==> config.mk <==
export PLATFORM = sky130hd
export DESIGN_NAME = protocol_line_byte_validator
export DESIGN_NICKNAME = d
export VERILOG_FILES = /design/src/plbv_pkg.sv /design/src/plbv_step.sv /design/src/protocol_line_byte_validator.sv
export VERILOG_INCLUDE_DIRS = /design/src /design/src/src
export SDC_FILE = /design/constraint.sdc
export NUM_CORES = 1
export LEC_CHECK = 0
export BUFFER_PORTS_ARGS = -buffer_cell sky130_fd_sc_hd__buf_2
export CAP_MARGIN = 10
export CORE_MARGIN = 2
export CORE_UTILIZATION = 40
export CTS_CLUSTER_SIZE = 20
export DETAILED_ROUTE_END_ITERATION = 10
export GPL_ROUTABILITY_DRIVEN = 1
export GPL_TIMING_DRIVEN = 0
export MAX_ROUTING_LAYER = met4
export PLACE_DENSITY = 0.65
export SKIP_LAST_GASP = 1
export SLEW_MARGIN = 0
export SYNTH_ARGS = -nofsm -noshare
export SYNTH_HDL_FRONTEND = slang
export SYNTH_SLANG_ARGS = --single-unit
==> constraint.sdc <==
create_clock -name clk -period 3.4 [get_ports clk]
set_input_delay 0.51 -clock clk [delete_from_list [all_inputs] [get_ports clk]]
set_output_delay 0.51 -clock clk [all_outputs]
set_load 0.02 [all_outputs]
==> src/protocol_line_byte_validator_macros.svh <==
// Assertion macros for the line byte validator.
// Each macro expects clk and arst_n in the scope where it is used.
`ifndef PROTOCOL_LINE_BYTE_VALIDATOR_MACROS_SVH
`define PROTOCOL_LINE_BYTE_VALIDATOR_MACROS_SVH

// Same-cycle implication, disabled during reset.
`define PLBV_ASSERT_NOW(lbl, ante, cons, msg) \
	lbl: assert property (@(posedge clk) disable iff (!arst_n) (ante) |-> (cons)) \
		else $error(msg);

// Next-cycle implication, disabled during reset.
`define PLBV_ASSERT_NEXT(lbl, ante, cons, msg) \
	lbl: assert property (@(posedge clk) disable iff (!arst_n) (ante) |=> (cons)) \
		else $error(msg);

`endif

==> src/plbv_pkg.sv <==
// Types and constants for the line byte validator.
// Used by plbv_step, protocol_line_byte_validator and its testbench; depends on nothing.
package plbv_pkg;

	localparam int CP_W = 21;

	localparam logic [1:0] FAULT_NONE    = 2'd0;
	localparam logic [1:0] FAULT_UTF8    = 2'd1;
	localparam logic [1:0] FAULT_ESCAPE  = 2'd2;
	localparam logic [1:0] FAULT_CONTROL = 2'd3;

	localparam logic [7:0] CHAR_BACKSLASH = 8'h5C;
	localparam logic [7:0] CHAR_S         = 8'h73;
	localparam logic [7:0] CHAR_N         = 8'h6E;
	localparam logic [7:0] CHAR_DEL       = 8'h7F;
	localparam logic [7:0] CHAR_SPACE     = 8'h20;

	localparam logic [CP_W-1:0] MIN_2BYTE = 21'h000080;
	localparam logic [CP_W-1:0] MIN_3BYTE = 21'h000800;
	localparam logic [CP_W-1:0] MIN_4BYTE = 21'h010000;
	localparam logic [CP_W-1:0] MAX_CP    = 21'h10FFFF;
	localparam logic [CP_W-1:0] SURR_LO   = 21'h00D800;
	localparam logic [CP_W-1:0] SURR_HI   = 21'h00DFFF;

	typedef struct packed {
		logic [7:0] data_byte;
		logic       end_of_line;
	} line_item_t;

	typedef struct packed {
		logic       line_ok;
		logic [1:0] fault_kind;
	} verdict_t;

	typedef struct packed {
		logic [1:0]      expect_cnt;
		logic [1:0]      seq_len;
		logic [CP_W-1:0] cp;
		logic            utf8_bad;
		logic            bs_pend;
		logic            esc_bad;
		logic            ctrl_seen;
	} line_state_t;

endpackage

==> src/plbv_step.sv <==
// Per-byte check logic: next line state and the verdict for a last byte.
// Depends on plbv_pkg.
module plbv_step import plbv_pkg::*; (
	input  line_state_t cur,
	input  line_item_t  item,
	output line_state_t nxt,
	output verdict_t    verdict
);

	line_state_t     upd;
	logic [7:0]      b;
	logic [CP_W-1:0] cp_ext;
	logic            range_bad;
	logic            utf8_fail;
	logic            esc_fail;

	assign b      = item.data_byte;
	assign cp_ext = {cur.cp[CP_W-7:0], b[5:0]};

	always_comb begin
		range_bad = ((cur.seq_len == 2'd1) && (cp_ext < MIN_2BYTE)) ||
			((cur.seq_len == 2'd2) && (cp_ext < MIN_3BYTE)) ||
			((cur.seq_len == 2'd3) && (cp_ext < MIN_4BYTE)) ||
			(cp_ext > MAX_CP) ||
			((cp_ext >= SURR_LO) && (cp_ext <= SURR_HI));
	end

	always_comb begin
		upd = cur;
		if (!cur.utf8_bad) begin
			if (cur.expect_cnt == 2'd0) begin
				if (!b[7]) begin
					upd.expect_cnt = 2'd0;
				end else if (b[7:5] == 3'b110) begin
					upd.expect_cnt = 2'd1;
					upd.seq_len    = 2'd1;
					upd.cp         = {{(CP_W-5){1'b0}}, b[4:0]};
				end else if (b[7:4] == 4'b1110) begin
					upd.expect_cnt = 2'd2;
					upd.seq_len    = 2'd2;
					upd.cp         = {{(CP_W-4){1'b0}}, b[3:0]};
				end else if (b[7:3] == 5'b11110) begin
					upd.expect_cnt = 2'd3;
					upd.seq_len    = 2'd3;
					upd.cp         = {{(CP_W-3){1'b0}}, b[2:0]};
				end else begin
					upd.utf8_bad = 1'b1;
				end
			end else if (b[7:6] != 2'b10) begin
				upd.utf8_bad = 1'b1;
			end else begin
				upd.cp         = cp_ext;
				upd.expect_cnt = cur.expect_cnt - 2'd1;
				// sequence complete: check overlong, range and surrogates
				if (cur.expect_cnt == 2'd1) begin
					upd.utf8_bad = range_bad;
					upd.seq_len  = 2'd0;
					upd.cp       = '0;
				end
			end
		end

		if (cur.bs_pend) begin
			if ((b != CHAR_S) && (b != CHAR_N) && (b != CHAR_BACKSLASH))
				upd.esc_bad = 1'b1;
			upd.bs_pend = 1'b0;
		end else if (b == CHAR_BACKSLASH) begin
			upd.bs_pend = 1'b1;
		end

		if ((b < CHAR_SPACE) || (b == CHAR_DEL))
			upd.ctrl_seen = 1'b1;
	end

	assign utf8_fail = upd.utf8_bad || (upd.expect_cnt != 2'd0);
	assign esc_fail  = upd.esc_bad || upd.bs_pend;

	always_comb begin
		if (utf8_fail)
			verdict.fault_kind = FAULT_UTF8;
		else if (esc_fail)
			verdict.fault_kind = FAULT_ESCAPE;
		else if (upd.ctrl_seen)
			verdict.fault_kind = FAULT_CONTROL;
		else
			verdict.fault_kind = FAULT_NONE;
		verdict.line_ok = (verdict.fault_kind == FAULT_NONE);
	end

	// clear for the next line after the last byte
	assign nxt = item.end_of_line ? '0 : upd;

endmodule

==> src/protocol_line_byte_validator.sv <==
// Channel  | Direction | Handshake               | Payload
// line     | in        | line_valid / line_stall | line_item (data_byte, end_of_line)
// verdict  | out       | verdict_valid / verdict_stall | verdict (line_ok, fault_kind)
//
// One byte per cycle sustained while line_stall is low.
// The input register feeds the per-byte checks, which update the line state and
// load the verdict register on the last byte of a line.
// Reset clears the line state and both valid flags.
// line_stall rises only while a last byte waits on a full, stalled verdict register.
// Depends on plbv_pkg, plbv_step and protocol_line_byte_validator_macros.svh.
`include "protocol_line_byte_validator_macros.svh"

module protocol_line_byte_validator import plbv_pkg::*; (
	input  logic       clk,
	input  logic       arst_n,
	input  logic       line_valid,
	output logic       line_stall,
	input  line_item_t line_item,
	output logic       verdict_valid,
	input  logic       verdict_stall,
	output verdict_t   verdict
);

	line_item_t  item_s1;
	logic        valid_s1;
	line_state_t state_q;
	line_state_t state_nxt;
	verdict_t    verdict_nxt;
	verdict_t    verdict_q;
	logic        out_valid_q;
	logic        out_free;
	logic        advance_s1;
	logic        load_out;
	logic        accept;

	plbv_step u_step (
		.cur     (state_q),
		.item    (item_s1),
		.nxt     (state_nxt),
		.verdict (verdict_nxt)
	);

	assign out_free   = !out_valid_q || !verdict_stall;
	assign advance_s1 = valid_s1 && (!item_s1.end_of_line || out_free);
	assign load_out   = advance_s1 && item_s1.end_of_line;
	assign line_stall = valid_s1 && !advance_s1;
	assign accept     = line_valid && !line_stall;

	always_ff @(posedge clk or negedge arst_n) begin
		if (!arst_n) begin
			valid_s1 <= 1'b0;
		end else if (accept) begin
			valid_s1 <= 1'b1;
		end else if (advance_s1) begin
			valid_s1 <= 1'b0;
		end
	end

	always_ff @(posedge clk) begin
		if (accept)
			item_s1 <= line_item;
	end

	always_ff @(posedge clk or negedge arst_n) begin
		if (!arst_n) begin
			state_q <= '0;
		end else if (advance_s1) begin
			state_q <= state_nxt;
		end
	end

	always_ff @(posedge clk or negedge arst_n) begin
		if (!arst_n) begin
			out_valid_q <= 1'b0;
		end else if (load_out) begin
			out_valid_q <= 1'b1;
		end else if (!verdict_stall) begin
			out_valid_q <= 1'b0;
		end
	end

	// hold the verdict while stalled
	always_ff @(posedge clk) begin
		if (load_out)
			verdict_q <= verdict_nxt;
	end

	assign verdict_valid = out_valid_q;
	assign verdict       = verdict_q;

	`PLBV_ASSERT_NOW(a_load_only_free, load_out, !out_valid_q || !verdict_stall,
		"verdict overwritten while stalled")
	`PLBV_ASSERT_NEXT(a_clear_after_line, load_out, state_q == '0,
		"line state not cleared after last byte")
	`PLBV_ASSERT_NOW(a_stall_cause, line_stall,
		valid_s1 && item_s1.end_of_line && out_valid_q && verdict_stall,
		"input stalled without a blocked verdict")
	`PLBV_ASSERT_NOW(a_ok_matches_kind, verdict_valid,
		verdict.line_ok == (verdict.fault_kind == FAULT_NONE),
		"line_ok disagrees with fault_kind")

endmodule

==> impl_metrics.csv <==
group,metric,value,unit
status,status,"complete, no violations",
drt,viasPerCell,5.565,
final_layout,final_core_util,0.4677,
cts,hold_buffers,0,
min_path,hold_path_class,"primary input to asynchronous set/reset pin",
cts,cts_max_level,2,
timing,fin_setup_tns,0,ps
final_layout,fin_cells,269,
final_layout,fillers,442,
die,die_area,5325,um^2
die,dieWidth,72.98,um
flow_run,max-cap-violations,0,
cts,clock-sinks,37,
critical_path,path_delay_family,"compound AO/OA/AOI/OAI gates",
timing,hold_violations,0,
logic_synthesis,synth_seq_area_share,0.5181,
timing,maxSlewHeadroom,0.6282,
drt,drt_iter0_drc,95,
drt,wl,3923,um
power,power_leakage,0.9205,nW
placed_design,finalWeightedCongestion,0.8716,
logic_synthesis,avgSynthCellArea,10.02,um^2
logic_synthesis,synth_edf_count,12,
die,initial_core_util,0.4083,
timing,max_slew.worst_pin.slew,557.8,ps
final_layout,drive_above_1_share,0.1814,
timing,rsz0062_at_grt,"no",
critical_path,r2r-start,"state_q[27]",
timing,slew_violations,0,
final_layout,finalNetCount,229,
logic_synthesis,syn-cell-area,1903,um^2
drt,ant_nets,0,
logic_synthesis,ys.flop_type,"dfrtp_1",
critical_path,path_cells,"inv_1 > ha_1 > buf_4 > and3_1 > buf_2 > a31oi_1 > o21ai_1 > a2111o_1 > a211o_1",
timing,finClkSkew,7.480,ps
die,dieHeight,72.98,um
timing,clock.fmax,413.4,MHz
placed_design,dp_hpwl,2858,um
logic_synthesis,ys_seq_elements,37,
logic_synthesis,synth_area_leaders,"dfrtp_1 (33%), edfxtp_1 (19%), o21ai_0 (8.7%), nand2_1 (4.3%), a21oi_1 (2.1%)",
logic_synthesis,yosys_warnings,0,
cts,tritoncts,"yes",
timing,min_period,2419,ps
critical_path,end_kind,"flop",
cts,cts_setup_buffers,0,
cts,clock-root-buffer,"clkbuf_8",
die,rows,25,
global_routing,grt_pass1_wl,6748,um
cts,clkLatencyLatePin,290,ps
timing,period_share,0.7115,
critical_path,crit_slowest_cell,"a2111o_1",
final_layout,num_antenna_cells,0,
logic_synthesis,synthCells,190,
global_routing,grt_usage,0.1719,
cts,cts_inserted_buffers,5,
drt,via_count,1497,
power,power_density,499.3,nW/um^2
critical_path,critPathLaunch,"state_q[27]",
final_layout,synthToLayoutAreaGrowth,14.53,%
logic_synthesis,synth_async_sr_flop_share,0.6757,
drt,first_pass_iters,4,
logic_synthesis,synthDistinctLibCells,54,
critical_path,path_buf_inv,3,
logic_synthesis,synth_top_cell_area_share,0.3287,
drt,drc_errors,0,
critical_path,worstPathMaxFanout,10,
critical_path,cp-start-kind,"flop",
critical_path,worstPathRequired,3450,ps
drt,wl_met2,1849,um
global_routing,grt_pass1_vias,1480,
drt,avgRoutedWirePerCell,14.58,um
die,pin_count,18,
global_routing,grt_start_max_net_pins,26,
drt,wl_met3,100,um
power,ir_drop,0.2586,mV
critical_path,reg2reg_slack,980,ps
cts,clk_path_buf_depth,2,
logic_synthesis,netlist.top_cell.by_area,"dfrtp_1",
cts,clk_pin_slew,80,ps
global_routing,antenna_found_initial,0,
critical_path,worstSetupPathType,"flop to flop",
placed_design,dp.cells,261,
cts,cts-resized-gates,0,
timing,setup_viol,0,
logic_synthesis,synth_fp_nets,205,
drt,top_layer_used,"met4",
placed_design,io_buffers,17,
critical_path,cp_data_arrival_time,2470,ps
die,coreArea,4661,um^2
drt,wl_met1,1893,um
critical_path,rr_endpoint,"verdict[0]",
critical_path,cpPeakStageDelay,450,ps
global_routing,overflow,0,
critical_path,reg2reg_depth,9,
==> state kept, by name (all words and copies together), names as in the netlist <==
| signal | count |
|---|---|
| verdict | 3 |
| state_q | 23 |
| valid_s1 | 1 |
| item_s1 | 9 |
| verdict_valid | 1 |
==> Yosys cell counts (2+ instances only) <==
master    count
a21oi_1       8
buf_2         3
buf_4         3
clkbuf_1      5
dfrtp_1      25
edfxtp_1     12
ha_1          2
inv_1         8
nand2_1      22
nand2b_1      5
nand3_1       5
nand4_1       3
nor2_1        5
nor3_1        3
nor4_1        3
o211a_1       2
o21ai_0      33
o21ai_1       3
o31ai_1       2
or3_1         2
or4_1         2
or4b_1        2
==> layer usage <==
layer	vias up	global-route usage
li1	742	-
met1	724	0.2249
met2	25	0.2697
met3	6	0.03315
met4	0	0.05761
met5	-	-
==> cell families after synthesis <==
| kind of cell | synth area share |
|---|---|
| muxes | 0.01118 |
| and+or+nand+nor | 0.1953 |
| AOI/OAI and AO/OA | 0.2065 |
| DFF | 0.5181 |
| adders and majority gates | 0.01315 |
| xor gates and xnor gates | 0.004603 |
| buffers and inverters | 0.05128 |
==> per-stage QoR <==
step                      area, um^2  hold WS [ps]  setup slack (ps)  total power, W
after global routing            2180         244.9             851.1        0.001142
final                           2180         206.1             981.1        0.001088
after CTS                       2180         227.0             965.7        0.001098
after floorplan                 1903         214.4              1168       0.0006539
after global placement          2056         494.2              1005       0.0007091
after detailed placement        2056         502.7             974.9       0.0007105
==> final cells by class <==
| type | instances | area, um^2 | share of cell area |
|---|---|---|---|
| clock inverter | 1 | 5.005 | 0.002296 |
| tap | 54 | 67.56 | 0.03100 |
| clock buffer | 7 | 118.9 | 0.05454 |
| buffer | 12 | 67.56 | 0.03100 |
| inverter | 8 | 30.03 | 0.01378 |
| sequential | 37 | 985.9 | 0.4524 |
| multi-input combinational | 133 | 819.5 | 0.3760 |
| timing repair buffer | 17 | 85.08 | 0.03904 |
==> where the power goes <==
part	switching (W)	leakage (nW)	internal, W
Combinational	0.000123	0.398	0.0000739
Sequential	0.0000156	0.458	0.000489
Clock	0.000154	0.0645	0.000232
==> placed cells by master (no fill, tap or decap), types with 2 or more instances in the layout <==
master,count
a21oi_1,8
buf_2,20
buf_4,3
clkbuf_1,5
clkbuf_16,2
clkbuf_8,5
dfrtp_1,25
edfxtp_1,12
ha_1,2
inv_1,8
nand2_1,22
nand2b_1,5
nand3_1,5
nand4_1,3
nor2_1,5
nor3_1,3
nor4_1,3
o211a_1,2
o21ai_0,33
o21ai_1,3
o31ai_1,2
or3_1,2
or4_1,2
or4b_1,2
==> worst max-delay path by stage <==
stage	to	slack [ps]	depth (start not counted)
finish	verdict[0]	980	9
global route	verdict[0]	850	9
floorplan	verdict[0]	1170	9
CTS	verdict[0]	970	9
detailed placement	verdict[0]	970	9
global placement	verdict[0]	1000	9
Note: power is estimated with default switching activity, not from simulation.
